$ cat src/sv/csfe_pkg.sv
package csfe_pkg;

	localparam int UNIT_W = 16;
	localparam logic signed [UNIT_W-1:0] UNIT_ONE = 16'sd16384;

	localparam int SQ_W = 62;
	localparam int ROOT_W = 31;
	localparam int DEN_W = 33;

	localparam logic FUNC_LOAD = 1'b0;
	localparam logic FUNC_EVAL = 1'b1;

	localparam logic [1:0] REG_STEP_COUNT  = 2'd0;
	localparam logic [1:0] REG_BASIS_MODE  = 2'd1;
	localparam logic [1:0] REG_PLANAR_MODE = 2'd2;

	typedef logic signed [UNIT_W-1:0] unit_t;
	typedef unit_t uvec_t [3];

	typedef struct packed {
		logic busy;
		logic done;
	} unit_stat_t;

	function automatic logic [1:0] axis_next(input logic [1:0] a);
		logic [1:0] r;
		r = (a == 2'd2) ? 2'd0 : a + 2'd1;
		return r;
	endfunction

endpackage

$ cat src/sv/csfe_div.sv
module csfe_div
	import csfe_pkg::*;
#(
	parameter int NUM_W = 63
) (
	input  logic             clk,
	input  logic             arst_n,
	input  logic             start,
	input  logic [NUM_W-1:0] num,
	input  logic [DEN_W-1:0] den,
	output logic [NUM_W-1:0] quo,
	output unit_stat_t       stat
);

	localparam int CNT_W = $clog2(NUM_W + 1);

	logic [DEN_W:0]   rem_q;
	logic [NUM_W-1:0] quo_q;
	logic [DEN_W-1:0] den_q;
	logic [CNT_W-1:0] cnt_q;
	logic             busy_q;
	logic             done_q;
	logic [DEN_W:0]   rem_sh;
	logic [DEN_W:0]   rem_nx;
	logic             ge;

	always_comb begin
		rem_sh = {rem_q[DEN_W-1:0], quo_q[NUM_W-1]};
		ge = rem_sh >= {1'b0, den_q};
		rem_nx = ge ? rem_sh - {1'b0, den_q} : rem_sh;
	end

	always_ff @(posedge clk or negedge arst_n) begin
		if (!arst_n) begin
			busy_q <= 1'b0;
			done_q <= 1'b0;
			cnt_q <= '0;
		end else begin
			done_q <= 1'b0;
			if (start) begin
				busy_q <= 1'b1;
				cnt_q <= CNT_W'(NUM_W);
			end else if (busy_q) begin
				cnt_q <= cnt_q - 1'b1;
				if (cnt_q == CNT_W'(1)) begin
					busy_q <= 1'b0;
					done_q <= 1'b1;
				end
			end
		end
	end

	always_ff @(posedge clk) begin
		if (start) begin
			rem_q <= '0;
			quo_q <= num;
			den_q <= den;
		end else if (busy_q) begin
			rem_q <= rem_nx;
			quo_q <= {quo_q[NUM_W-2:0], ge};
		end
	end

	assign quo = quo_q;
	assign stat = '{busy: busy_q, done: done_q};

endmodule

$ cat config.mk
export PLATFORM = sky130hd
export DESIGN_NAME = csfe_div
export DESIGN_NICKNAME = d
export VERILOG_FILES = /design/src/sv/csfe_pkg.sv /design/src/sv/csfe_div.sv
export SDC_FILE = /design/constraint.sdc
export NUM_CORES = 1
export LEC_CHECK = 0
export BUFFER_PORTS_ARGS = -buffer_cell sky130_fd_sc_hd__buf_2
export CORE_UTILIZATION = 40
export CTS_CLUSTER_DIAMETER = 60
export DETAILED_ROUTE_END_ITERATION = 8
export PLACE_DENSITY = 0.65
export RECOVER_POWER = 25
export SLEW_MARGIN = 5
export SYNTH_ARGS = -nofsm -noshare
export SYNTH_HDL_FRONTEND = slang
export SYNTH_SLANG_ARGS = --single-unit
export TNS_END_PERCENT = 100
$ cat constraint.sdc
create_clock -name clk -period 3.7 [get_ports clk]
set_input_delay 0.37 -clock clk [delete_from_list [all_inputs] [get_ports clk]]
set_output_delay 0.37 -clock clk [all_outputs]
set_load 0.05 [all_outputs]
### Yosys cells after proc, flatten, opt, wreduce, memory -nomap -nowiden

Index checks and enable logic that the tools add are counted.

* bits of input ports: 99
* logic and storage cells: 22
* output and inout bits: 65
* register bits after elaboration: 137

* muxes and demuxes: 11
* reductions and logical operators: 1
* equal/unequal tests: 1
* magnitude comparators: 1
* add/sub/neg operators: 2

Operator list (count)
* 63-bit two-way mux: 2
* 34-bit by 33-bit >= comparator with 1-bit output: 1
* 33-bit two-way mux: 1
* 33-bit subtractor: 1
* 6-bit two-way mux: 2
* 6-bit by 1-bit equality test with 1-bit output, second input constant: 1
* 1-bit two-way mux: 6
* 6-bit by 1-bit subtractor with 6-bit output, second input constant: 1
* 2-bit nonzero test: 1

### Longest topological paths before layout

* depth in word-level cells: 4
* mapped depth: 14
* depth with buffers taken out: 12

### Worst setup path before layout

No wires, ideal clock.

* path kind: register to register
* start: register quo_q[62] (netlist: quo[62])
* end: register rem_q[0]
* cell stages (with the launch flop): 14
* setup slack: 537 ps
* data arrival time: 3083 ps
* setup time: 79 ps
* path buffers: 1
* required time: 3621 ps
* cell sequence: edfxtp_1 inv_1 ha_1 inv_1 fa_1 a21o_1 a311o_1 nand3_1 a211oi_2 o211ai_2 a21o_1 buf_6 mux2_4 a211oi_2

* cells in the longest elaborated chain, start to end: 2
* elaborated cells on any way between the ends: 3
* classes of those cells: add/sub: 1; order compare: 1; mux: 1

RTL lines
* start, declared: RTL line csfe_div.sv:18 `logic [NUM_W-1:0] quo_q;`
* start signal, assigned: RTL line csfe_div.sv:56 `quo_q <= num;`
* start signal, assigned: RTL line csfe_div.sv:60 `quo_q <= {quo_q[NUM_W-2:0], ge};`
* 33-bit subtractor / 34-bit by 33-bit >= comparator with 1-bit output (equally long branches): RTL line csfe_div.sv:30, csfe_div.sv:29
* 33-bit two-way mux (*): RTL line csfe_div.sv:30 `rem_nx = ge ? rem_sh - {1'b0, den_q} : rem_sh;`
* end signal, assigned: RTL line csfe_div.sv:59 `rem_q <= rem_nx;`
* end, declared: RTL line csfe_div.sv:17 `logic [DEN_W:0] rem_q;`

Every way passes the cells marked *; elsewhere a longest branch is shown, timed or not.
A chain may end at the register's enable or synchronous reset.

### Worst setup path in the final report

* start: register quo_q[62] (netlist: quo[62])
* end: register rem_q[20]

The elaborated chain is that of the path after synthesis.

==> out/results.ini <==
[outcome]
status=finished, violations left
violations=max-capacitance violations, max-slew violations

[synthesis]
syn_nets=825
synth_cells=690
dominantRegCellSynth=edfxtp_1
yosysMostFrequentCell=edfxtp_1
synth_commonest_cells=edfxtp_1 (96), nand2_1 (65), mux2_2 (64)
avgSynthCellArea_um2=10.9
synth_top_area_share=0.382
synth-seq-cells=137
ys_types=72
yosysSeqAreaShare=0.496
synth_area_leaders=edfxtp_1 (38%), mux2_2 (9.5%), dfxtp_1 (8.7%)
synthArstFlopShare=0.0584
syn_area_um2=7550
synth_area_leader_cell=edfxtp_1
synth_edf_count=96
synth-warning-count=0

[critical_path]
cp_max_fo=23
r2r-start=quo[62]
cp_slowest_cell=edfxtp_1
crit_buf_inv=3
end_kind=register
critPathRequiredTime_ns=4.00
cp-start-kind=register
crit_chain=inv_1 -> ha_1 -> inv_1 -> fa_1 -> a21o_1 -> a311o_1 -> nand3_1 -> a211oi_2 -> o211ai_2 -> a21o_1 -> buf_4 -> nand2_1 -> a311oi_1
worstPathArrival_ns=3.58
startpoint=quo[62]
cp_slowest_stage_delay_ns=0.39
critPathTopFamily=compound AO/OA/AOI/OAI gates
critical_path_class=register to register

[grt]
grt_max_degree=66
grt.total_usage=0.190
grt_pass1_wl_um=28900
grt_overflow=0
antenna_found_initial=0
grt_pass1_vias=5811

[clock_network]
cts.sinks=137
cts_buffers=17
path_clk_slew_ns=0.06
cts.repair.resized=0
clockBufferDepth=2
post-cts-setup-buffers=0
cts_root_buf=clkbuf_16
cts_hold_buf=1
clk_latency_ns=0.43
htreeDepth=4
cts_tree=built

[drt]
final_antenna_net_count=0
drtIter0Drc=233
wl_per_cell_um=16.4
drc_errors=0
finalWirelength_um=17900
via_count=5818
first_pass_iters=5
vias_per_cell=5.36

[final_layout]
drive_above_1_share=0.324
ff_latch_area_um2=3740
instances_no_fill=1086
nets=979
multi_input_area_um2=3450
fillers=1676
insertedDiodeCount=0
area_growth_syn_to_layout_pct=20.5
design_area_um2=9110

[placed_design]
port_buffers=163
place_area_um2=8550
place.gp.congestion=0.824
dp.cells=1053
dp_hpwl_um=13000

[sta]
period_minus_slack_ns=3.27
rsz0062_at_grt=false
slew_headroom=-0.369
worstMarginPinSlew_ns=2.05
worst_clock_skew_ns=0.0146
tns_ns=0
period_share=0.885
hold_viol_final=0
clock.fmax_mhz=306
drv_slew=39
final-setup-viol-count=0

[flow_run]
cap_violations=1

[floorplanning]
num_rows=49
die_w_um=139
io_pins=164
die_h_um=139
initial_utilization=0.415
core_area_um2=18200
die-area_um2=19400

[hold_path]
min_from=den[5]
hp-class=primary input to register

[pwr]
irDropWorstVdd_mv=0.310
p_per_area_nw_per_um2=455
p_leak_nw=3.90

[per-stage QoR]
stage | util | setup slack [ns] | total power [mW] | hold WS, ns
floorplan | - | 0.537 | 2.36 | 0.0744
global placement | 0.470 | 0.539 | 2.55 | 0.222
detailed placement | 0.470 | 0.469 | 2.55 | 0.222
CTS | 0.501 | 0.452 | 4.19 | 0.0950
global route | 0.500 | 0.141 | 4.30 | 0.0962
finish | 0.500 | 0.427 | 4.14 | 0.115
[worst paths after layout]
kind	end	slack (ns)	depth (start not counted)
worst max-delay path	rem_q[20]	0.43	13
worst min-delay path	den_q[5]	0.11	1
worst max register to register	rem_q[20]	0.43	13
worst min register to register	rem_q[18]	0.49	2
max in group asynchronous	cnt_q[0]	3.01	2
min in group asynchronous	cnt_q[4]	0.39	2
[final cells by class]
class                      instances  area share
multi-input combinational        470       0.379
clock inverter                    15      0.0144
inverter                          45      0.0185
tap                              229      0.0315
clock buffer                      17      0.0467
sequential                       137       0.411
timing repair buffer             173      0.0987
[flip-flops by register name (all words and copies together), names as in the netlist]
signal	count
busy_q	1
done_q	1
rem_q	33
den_q	33
quo	63
cnt_q	6
[cell usage in the layout, fill, tap and decap left out, types with 4 or more instances in the layout]
| cell | instances |
|---|---|
| o311ai_0 | 4 |
| a32oi_1 | 5 |
| o21a_1 | 4 |
| edfxtp_1 | 96 |
| buf_4 | 7 |
| nor4_1 | 4 |
| buf_2 | 160 |
| inv_6 | 5 |
| a31oi_1 | 5 |
| dfrtp_1 | 8 |
| a21o_1 | 21 |
| mux2i_1 | 4 |
| nand4_1 | 5 |
| inv_8 | 4 |
| clkbuf_1 | 4 |
| nor2_1 | 46 |
| xnor2_1 | 18 |
| a311oi_1 | 16 |
| ha_1 | 35 |
| xor2_1 | 10 |
| a21oi_1 | 30 |
| o21ai_0 | 19 |
| nor3_1 | 8 |
| a211oi_1 | 4 |
| inv_1 | 43 |
| o211ai_1 | 9 |
| nand2_1 | 65 |
| nand3_1 | 28 |
| and3_1 | 5 |
| o31ai_1 | 4 |
| dfxtp_1 | 33 |
| nor2b_1 | 7 |
| clkbuf_16 | 17 |
| mux2_2 | 64 |
[report_power, final]
part | internal, mW | switching (mW)
sequential | 1.76 | 0.0541
combinational | 0.231 | 0.472
clock | 0.884 | 0.734
total | 2.88 | 1.26
[per-layer routing]
layer | part of all wire | wire [um] | global-route usage
met5 | 0 | 0 | 0
met4 | 0.013 | 234 | 0.0649
met3 | 0.080 | 1420 | 0.0716
met2 | 0.46 | 8290 | 0.307
met1 | 0.44 | 7910 | 0.231
[cell families (layout without fill, tap and decap cells)]
group	count (synthesis)	in the layout	synth area share
buffers and inverters	83	250	0.0475
flip-flops	137	137	0.496
XOR/XNOR	28	28	0.0325
multiplexers	69	69	0.103
AND/OR/NAND/NOR	188	188	0.117
adder cells (fa/ha/maj)	36	36	0.0606
AO/OA/AOI/OAI	149	149	0.144
(Power assumes the default switching activity.)
