===== config.mk =====
export PLATFORM = sky130hd
export DESIGN_NAME = csfe_sqrt
export DESIGN_NICKNAME = d
export VERILOG_FILES = /design/src/sv/csfe_pkg.sv /design/src/sv/csfe_sqrt.sv
export SDC_FILE = /design/constraint.sdc
export NUM_CORES = 1
export LEC_CHECK = 0
export BUFFER_PORTS_ARGS = -buffer_cell sky130_fd_sc_hd__clkbuf_2
export CORE_MARGIN = 10
export CORE_UTILIZATION = 50
export DETAILED_ROUTE_END_ITERATION = 12
export PLACE_DENSITY = 0.68
export SLEW_MARGIN = 20
export SYNTH_ARGS = -nofsm -noshare
export SYNTH_HDL_FRONTEND = slang
export SYNTH_SLANG_ARGS = --single-unit

===== constraint.sdc =====
create_clock -name clk -period 12.3 [get_ports clk]
set_input_delay 1.23 -clock clk [delete_from_list [all_inputs] [get_ports clk]]
set_output_delay 1.23 -clock clk [all_outputs]
set_load 0.05 [all_outputs]

===== src/sv/csfe_pkg.sv =====
package csfe_pkg;

	localparam int UNIT_W = 16;
	localparam logic signed [UNIT_W-1:0] UNIT_ONE = 16'sd16384;

	localparam int SQ_W = 62;
	localparam int ROOT_W = 31;
	localparam int DEN_W = 33;

	localparam logic FUNC_LOAD = 1'b0;
	localparam logic FUNC_EVAL = 1'b1;

	localparam logic [1:0] REG_STEP_COUNT  = 2'd0;
	localparam logic [1:0] REG_BASIS_MODE  = 2'd1;
	localparam logic [1:0] REG_PLANAR_MODE = 2'd2;

	typedef logic signed [UNIT_W-1:0] unit_t;
	typedef unit_t uvec_t [3];

	typedef struct packed {
		logic busy;
		logic done;
	} unit_stat_t;

	function automatic logic [1:0] axis_next(input logic [1:0] a);
		logic [1:0] r;
		r = (a == 2'd2) ? 2'd0 : a + 2'd1;
		return r;
	endfunction

endpackage


===== src/sv/csfe_sqrt.sv =====
module csfe_sqrt
	import csfe_pkg::*;
(
	input  logic              clk,
	input  logic              arst_n,
	input  logic              start,
	input  logic [SQ_W-1:0]   radicand,
	output logic [ROOT_W-1:0] root,
	output unit_stat_t        stat
);

	localparam int CNT_W = $clog2(ROOT_W + 1);

	logic [SQ_W-1:0]  x_q;
	logic [SQ_W-1:0]  res_q;
	logic [SQ_W-1:0]  bit_q;
	logic [CNT_W-1:0] cnt_q;
	logic             busy_q;
	logic             done_q;
	logic [SQ_W-1:0]  trial;
	logic             ge;

	always_comb begin
		trial = res_q + bit_q;
		ge = x_q >= trial;
	end

	always_ff @(posedge clk or negedge arst_n) begin
		if (!arst_n) begin
			busy_q <= 1'b0;
			done_q <= 1'b0;
			cnt_q <= '0;
		end else begin
			done_q <= 1'b0;
			if (start) begin
				busy_q <= 1'b1;
				cnt_q <= CNT_W'(ROOT_W);
			end else if (busy_q) begin
				cnt_q <= cnt_q - 1'b1;
				if (cnt_q == CNT_W'(1)) begin
					busy_q <= 1'b0;
					done_q <= 1'b1;
				end
			end
		end
	end

	always_ff @(posedge clk) begin
		if (start) begin
			x_q <= radicand;
			res_q <= '0;
			bit_q <= SQ_W'(1) << (SQ_W - 2);
		end else if (busy_q) begin
			if (ge) begin
				x_q <= x_q - trial;
				res_q <= (res_q >> 1) + bit_q;
			end else begin
				res_q <= res_q >> 1;
			end
			bit_q <= bit_q >> 2;
		end
	end

	assign root = res_q[ROOT_W-1:0];
	assign stat = '{busy: busy_q, done: done_q};

endmodule


Word-level counts from Yosys, hierarchy flattened
Index checks and enable logic that the tools add are counted.

Bits in registers: 162. Input bits: 65.

$add $sub $neg: 4. $lt $le $gt $ge: 1. Equality and inequality tests: 1. Muxes and demuxes: 12. Reduce and logical (&&, ||, !) cells: 3.

Operator list (number): 62-bit two-way mux (4); 61-bit by 61-bit adder with 62-bit output (1); 62-bit by 61-bit adder with 62-bit output (1); 62-bit >= comparator (1); 62-bit subtractor (1); 5-bit two-way mux (2); 1-bit two-way mux (6); 5-bit by 1-bit equality test with 1-bit output (second input constant) (1); 5-bit by 1-bit subtractor with 5-bit output (second input constant) (1); 2-bit nonzero test (2); 2-bit AND reduction (1).

Depth between registers and ports, before layout
Gate-level depths: netlist of run 1.

Depth in word-level cells: 5. Depth in mapped cells: 27. Gate-level depth less buffers: 23.

Least setup slack after synthesis of run 1
OpenSTA, ideal clock, no wires.

Path type: register to register. Start point: register res_q[2]. End point: register x_q[0], enable pin. Setup time: 568 ps. Arrival: 9354 ps. Data required time: 11732 ps. Slack: 2378 ps. Cell stages (with the launch flop): 23. Buffers on the path: 4. Period minus slack after synthesis: 9922 ps. Cell sequence: dfxtp_1 ha_1 a311o_2 a31oi_4 o311ai_4 a41oi_4 o41ai_4 o41ai_2 o31ai_1 a21o_1 xnor2_1 ha_1 clkbuf_1 nand4_1 or3_1 nor4_1 o21ai_0 o211ai_1 a31oi_1 buf_2 buf_2 buf_1 o21ai_0.

Word-level cells in the longest chain between the ends: 4.

Ends and longest elaborated chain: from (decl) (RTL line csfe_sqrt.sv:15) `logic [SQ_W-1:0] res_q;`; from (signal assigned) (RTL line csfe_sqrt.sv:56) `res_q <= (res_q >> 1) + bit_q;`; from (signal assigned) (RTL line csfe_sqrt.sv:58) `res_q <= res_q >> 1;`; 62-bit by 61-bit adder with 62-bit output (RTL line csfe_sqrt.sv:24) `trial = res_q + bit_q;`; 62-bit >= comparator (RTL line csfe_sqrt.sv:25) `ge = x_q >= trial;`; 2-bit nonzero test (no line); 2-bit AND reduction (no line); to (signal assigned) (RTL line csfe_sqrt.sv:50) `x_q <= radicand;`; to (signal assigned) (RTL line csfe_sqrt.sv:55) `x_q <= x_q - trial;`; to (decl) (RTL line csfe_sqrt.sv:14) `logic [SQ_W-1:0] x_q;`.

Every way passes these cells. A chain may end at the register's enable or synchronous reset.

Worst setup path after layout of run 1
Start point: register res_q[0]. End point: register x_q[4], enable pin.

The elaborated chain is that of the path after synthesis.

==> qor.txt, run 1 <==
Grt total ovfl: 0
Pre-Repair DR Iteration Count: 5
Hold/Removal Path Class: reg2reg
Synth top area share: 12.3%
Reg2Reg Capture Point: x_q[4]
Full die area: 37600 um^2
Register bit count reported by yosys: 162
Share of the yosys chip area belonging to registers: 25.8%
Most area-hungry cell type in the Yosys netlist: dfxtp_1
Routed length per instance: 19.4 um
Top routing layer in use: met4
Number of cell rows: 63
Commonest non-fill, non-tap cell in the layout: nand2_1
Flop-to-flop setup slack: 4.45 ns
Worst setup startpoint: res_q[0]
Seq pwr share: 26.0%
Layout cells sized above 1: 9.12%
Met2 wire length: 21900 um
Cell internal power dissipation: 1.70 mW
Number of enable-type register cells in the synthesized netlist: 62
Layout Utilization: 54.3%
Number of warnings printed during yosys synthesis: 0
Residual DRC count: 0
Clock insertion delay at the later pin of the skew report: 0.46 ns
Comb pwr share: 56.1%
Reg-to-reg startpoint: res_q[0]
Max-slew violation total from the final report: 0
Data arrival time of the worst path: 7.94 ns
Post-route setup TNS: 0 ns
DRT iter0 DRCs: 928
Antenna Violating Nets Remaining: 0
IR drop worst, VDD: 0.106 mV
Final number of hold-violating endpoints: 0
Peak clock frequency supported by timing: 0.127 GHz
Transition time at the pin with the least slew margin: 0.924 ns
Switching pwr: 1.41 mW
Leakage: 6.65 nW
Most frequent cells in the layout: 222 x nand2_1, 189 x nor2_1, 165 x o21ai_0
Worst setup path endpoint: x_q[4]
Die span in x: 194 um
Max-Slew Margin vs Limit: 38.4%
Routability cong.: 0.938
Placed wire-length estimate after detailed placement: 34400 um
Most used flip-flop cell after synthesis: dfxtp_1
Clock Skews: 0.0145 ns
Post-synth design cell area: 15100 um^2
CTS Buf Count: 17
Root buffer cell: clkbuf_16
Total Routed Length: 44800 um
Worst Reg-to-Reg Cells: 22
Total via count after detailed routing: 14100
Length of routed wiring on met1: 19400 um
Maximum number of pins on one net before global-route repair: 85
Top-level I/O count: 98
Proportion of synthesized flip-flops having asynchronous set or reset: 4.32%
Average cell area after synthesis: 7.89 um^2
Setup slack of the critical path after layout: 4.45 ns
Global-route wire length before repair: 72600 um
Setup repair after global routing missed its margin: false
Worst slack, placed: 4.65 ns
# diodes: 0
Area delta synth->final: 6.70%
Category of the most critical setup path: reg2reg
Net Count, Synth: 2109
Clock slew at the register clock pins of the worst setup and hold paths: 0.08 ns
Required time at the worst-slack endpoint: 12.39 ns
Post_cts resized: 0
Net switching fraction of the power: 45.4%
Worst setup EP type: register
Starting utilization of the core area: 50.8%
Maximum count of clock buffers along a single path: 2
Initial antenna violation count: 0
Power per cell area: 193 nW/um^2
Maximum Capacitance Violations: 0
Clock power frac: 17.8%
TritonCTS clock tree: done
Unique masters post-synth: 79
Global-route usage over all layers: 23.2%
Met3 routed WL: 2270 um
Number of instances in the synthesized netlist: 1915
Vias per Instance: 6.13
H-tree level count: 4
CORE AREA: 29700 um^2
Result of the run: finished clean
Number of global-route vias before repair: 13800
Setup Viol. Count Final: 0
Number of port buffers: 97
Final critical path time including I/O delays and setup: 7.85 ns
Net count, final: 2099
Synth area leaders: dfxtp_1 12%, edfxtp_1 12%, ha_1 11%, nand2_1 5.5%, o21ai_0 5.5%
Kind of launch point of the worst setup path: register
Post-route clock period utilization: 63.8%
Setup fix buffers added after clock tree synthesis: 0
Number of sinks on the clock net: 162
Height of the die: 194 um
Maximum fanout along the worst path: 83
Post-cts hold buffer count: 0
==> critical path, stage by stage, from the launching register on <==
cell and delay (ns):
dfxtp_1 0.34, ha_1 0.23, ha_1 0.22, a211o_1 0.31
nor4bb_1 0.16, o311ai_0 0.69, a211oi_1 0.21, o211ai_1 0.40
a21oi_1 0.15, o21ai_0 0.53, nand2_1 0.11, nand2_1 0.10
xor2_1 0.27, ha_1 0.27, nand2_1 0.20, or3_1 0.42
nor4_1 0.34, o21ai_0 0.22, o211ai_1 0.33, a31oi_4 0.45
buf_4 0.51, o21ai_4 0.21, buf_4 0.67
==> worst min path at each step <==
stage                         from        to  slack (ns)  cells after the start
after floorplan           res_q[0]  res_q[0]        0.48                      2
after global placement    cnt_q[4]  cnt_q[4]        0.50                      2
after detailed placement  cnt_q[4]  cnt_q[4]        0.51                      2
after CTS                 cnt_q[4]  cnt_q[4]        0.53                      2
after global routing      cnt_q[4]  cnt_q[4]        0.54                      2
final                     cnt_q[4]  cnt_q[4]        0.52                      2
==> routing by layer <==
layer	GRT usage, %	vias to the layer above
li1	-	7077
met1	27.5	6627
met2	40.6	363
met3	4.91	72
met4	7.67	0
met5	0	-
==> synth_stat cells, types with 10 or more instances <==
library cell	count
o31ai_1	12
nand2_1	222
o211ai_1	11
a211oi_1	38
nand2b_1	12
nor2b_1	14
edfxtp_1	62
xor2_1	72
o21bai_1	29
or3_1	29
mux2i_1	47
nand3_1	35
inv_1	29
nand4_1	36
a21o_1	45
o21ai_0	166
a21oi_1	121
dfxtp_1	93
a31oi_1	59
a311oi_1	25
a21boi_0	10
and2_1	19
nor3_1	23
a31o_2	20
buf_4	33
nor4_1	14
o21a_1	28
and3_1	19
nor2_1	189
ha_1	128
clkbuf_1	83
xnor2_1	69
==> kinds of logic after synthesis <==
kind of cell	share of synthesized area, %
AO/OA/AOI/OAI	28.0
AND/OR/NAND/NOR	19.1
buffers and inverters	4.95
flip-flops	25.8
XOR/XNOR	8.17
adder cells (fa/ha/maj)	10.7
multiplexers	3.26
==> per-stage QoR <==
step | cells | cell area (um^2) | power [mW] | hold slack [ns]
detailed placement | 2276 | 15500 | 2.54 | 0.512
finish | 2308 | 16100 | 3.11 | 0.525
global placement | 2276 | 15500 | 2.53 | 0.498
CTS | 2308 | 16100 | 3.10 | 0.532
global route | 2308 | 16100 | 3.35 | 0.543
floorplan | 1915 | 15100 | 2.13 | 0.479
==> power groups by stage <==
stage | clock, mW | sequential [mW] | combinational (mW)
after CTS | 0.563 | 0.810 | 1.73
after detailed placement | 0 | 0.817 | 1.72
after global placement | 0 | 0.820 | 1.71
after floorplan | 0 | 0.796 | 1.34
after global routing | 0.583 | 0.820 | 1.94
final | 0.555 | 0.810 | 1.74
==> state kept, by name, indices dropped and copies added (netlist names) <==
signal  cells
busy_q      1
cnt_q       5
done_q      1
res_q      62
bit_q      31
x_q        62
==> layout make-up <==
cell class / instances / area, um^2
Timing Repair Buffer: 103 / 537
Clock inverter: 11 / 114
Inverter: 32 / 120
Clock buffer: 21 / 472
Multi-Input combinational cell: 1589 / 10500
Fill cell: 2875 / 13600
Sequential cell: 162 / 3900
Tap cell: 390 / 488
(Power assumes the default switching activity.)
==> run 2, diff against run 1 <==
Clock period 12.3 ns to 7.95 ns, I/O delays scaled along.
==> run 2 against run 1 <==
Effect of this change: register-to-register slack lost 3.4 ns; highest routed layer unchanged; setup slack lost 3.4 ns; global-route usage is 0.13 points higher; sequential share of layout area hardly changed; die area unchanged; sequential power up 53%; cell count about the same; largest cell class unchanged; clock-buffer cell count fell by 3; critical path depth unchanged.
==> qor.txt, run 2 (synthesis results as in run 1) <==
Cell internal power dissipation: 2.62 mW
Top-level I/O count: 98
Global-route wire length before repair: 73100 um
Net count, final: 2100
Clock slew at the register clock pins of the worst setup and hold paths: 0.08 ns
H-tree level count: 4
Net switching fraction of the power: 46.0%
Most frequent cells in the layout: 222 x nand2_1, 189 x nor2_1, 165 x o21ai_0
CP delay by family, top: compound AO/OA/AOI/OAI gates
Number of global-route vias before repair: 13800
Full die area: 37600 um^2
Flop-to-flop setup slack: 1.09 ns
Total Routed Length: 45000 um
Global-route usage over all layers: 23.3%
Fillcell total: 2872
Kind of launch point of the worst setup path: register
Leakage: 6.68 nW
TritonCTS clock tree: done
Stage delay of the slowest cell on the critical path: 0.68 ns
Pre-Repair DR Iteration Count: 5
Multi-input logic area: 10500 um^2
Number of sinks on the clock net: 162
Starting utilization of the core area: 50.8%
Placed wire-length estimate after detailed placement: 34300 um
CORE AREA: 29700 um^2
Commonest non-fill, non-tap cell in the layout: nand2_1
# diodes: 0
Post-route setup TNS: 0 ns
Total power after layout: 4.86 mW
Reg-to-reg startpoint: res_q[0]
Initial antenna violation count: 0
Maximum Capacitance Violations: 0
Routed length per instance: 19.5 um
Cells traversed along the worst timing path: ha_1 > ha_1 > a211o_1 > nor4bb_1 > o311ai_0 > a211oi_1 > o211ai_1 > a21oi_1 > o21ai_0 > nand2_1 > nand2_1 > xor2_1 > ha_1 > nand2_1 > or3_1 > nor4_1 > o21ai_0 > o211ai_1 > a31oi_4 > buf_4 > o21ai_4 > buf_12
Vias per Instance: 6.20
Number of cell rows: 63
Buffers plus inverters on the worst setup path: 2
Setup repair after global routing missed its margin: false
Reg2Reg Capture Point: x_q[53]
Maximum number of pins on one net before global-route repair: 103
Setup Viol. Count Final: 0
Data arrival time of the worst path: 6.97 ns
IR drop worst, VDD: 0.210 mV
Cell with the biggest individual delay on the critical path: o311ai_0
Post-cts hold buffer count: 0
Regs by FF count: res_q (62), x_q (62), bit_q (31)
Max-Slew Margin vs Limit: 40.4%
Maximum count of clock buffers along a single path: 2
Final number of hold-violating endpoints: 0
Worst setup EP type: register
Switching pwr: 2.24 mW
DRT iter0 DRCs: 882
Final critical path time including I/O delays and setup: 6.86 ns
Residual DRC count: 0
Maximum fanout along the worst path: 62
Power per cell area: 301 nW/um^2
Post_cts resized: 0
Result of the run: finished clean
Total via count after detailed routing: 14300
Comb pwr share: 56.3%
Hold/Removal Path Class: in2async
Worst slack, placed: 1.21 ns
Peak clock frequency supported by timing: 0.146 GHz
Setup fix buffers added after clock tree synthesis: 0
Clock power frac: 18.0%
Category of the most critical setup path: reg2reg
Clock Skews: 0.0159 ns
Setup slack of the critical path after layout: 1.09 ns
Height of the die: 194 um
Post-route clock period utilization: 86.3%
Transition time at the pin with the least slew margin: 0.894 ns
Seq pwr share: 25.6%
Area delta synth->final: 6.86%
Worst Reg-to-Reg Cells: 22
Die span in x: 194 um
Number of port buffers: 97
Routability cong.: 0.964
Layout cells sized above 1: 9.22%
Register area: 3900 um^2
CTS Buf Count: 17
Grt total ovfl: 0
Clock insertion delay at the later pin of the skew report: 0.47 ns
Required time at the worst-slack endpoint: 8.06 ns
Antenna Violating Nets Remaining: 0
Max-slew violation total from the final report: 0
Root buffer cell: clkbuf_16
==> run 2: changes by cell type in the layout (fill, tap and decap cells not counted), sizes merged <==
cell	delta
clkinvlp	-2
clkinv	+1
clkbuf	-3
buf	+1
inv	+4
==> run 2: power by group through the flow <==
stage / clock network, mW / logic (mW) / registers, mW
finish: 0.876 / 2.74 / 1.24
global route: 0.920 / 3.04 / 1.26
CTS: 0.888 / 2.71 / 1.25
detailed placement: 0 / 2.69 / 1.26
global placement: 0 / 2.66 / 1.26
floorplan: 0 / 2.07 / 1.21
==> run 2: per-stage QoR <==
stage,instances,hold WS [ns],cell area (um^2),util [%]
after CTS,2309,0.153,16100,54.3
after detailed placement,2277,0.504,15600,52.4
after global routing,2309,0.160,16100,54.3
after global placement,2277,0.497,15600,52.4
after floorplan,1915,0.479,15100,-
final,2309,0.156,16100,54.3
==> run 2: cell type report <==
| type | count | share of cell area [%] |
|---|---|---|
| flip-flops and latches | 162 | 24.2 |
| multi-input cells | 1589 | 65.0 |
| clock inverters | 14 | 0.992 |
| clock buffers | 18 | 2.66 |
| repair buffers | 104 | 3.45 |
| well taps | 390 | 3.02 |
| inverters | 32 | 0.744 |
==> run 2: worst register-to-register path: stages, from the launching register on <==
cell,delay [ns]
dfxtp_1,0.33
ha_1,0.23
ha_1,0.23
a211o_1,0.31
nor4bb_1,0.15
o311ai_0,0.68
a211oi_1,0.21
o211ai_1,0.39
a21oi_1,0.16
o21ai_0,0.52
nand2_1,0.11
nand2_1,0.09
xor2_1,0.25
ha_1,0.26
nand2_1,0.21
or3_1,0.43
nor4_1,0.30
o21ai_0,0.22
o211ai_1,0.30
a31oi_4,0.19
buf_4,0.31
o21ai_4,0.22
buf_12,0.33
==> run 2: worst max-delay path by stage <==
stage	startpoint	endpoint	slack, ns	cells after the start
2_1_floorplan	res_q[2]	x_q[0]	0.89	22
3_3_place_gp	res_q[0]	x_q[51]	1.33	22
3_5_place_dp	res_q[0]	x_q[16]	1.21	22
4_1_cts	res_q[0]	x_q[57]	1.15	22
5_1_grt	res_q[0]	x_q[61]	0.52	22
6_report	res_q[0]	x_q[53]	1.09	22
==> run 2: routing by layer <==
layer	vias up	GRT usage [%]	part of all wire (%)
li1	7077	-	-
met1	6772	28.4	44
met2	379	39.6	48
met3	86	4.84	5.3
met4	0	8.35	3.0
met5	-	0	0
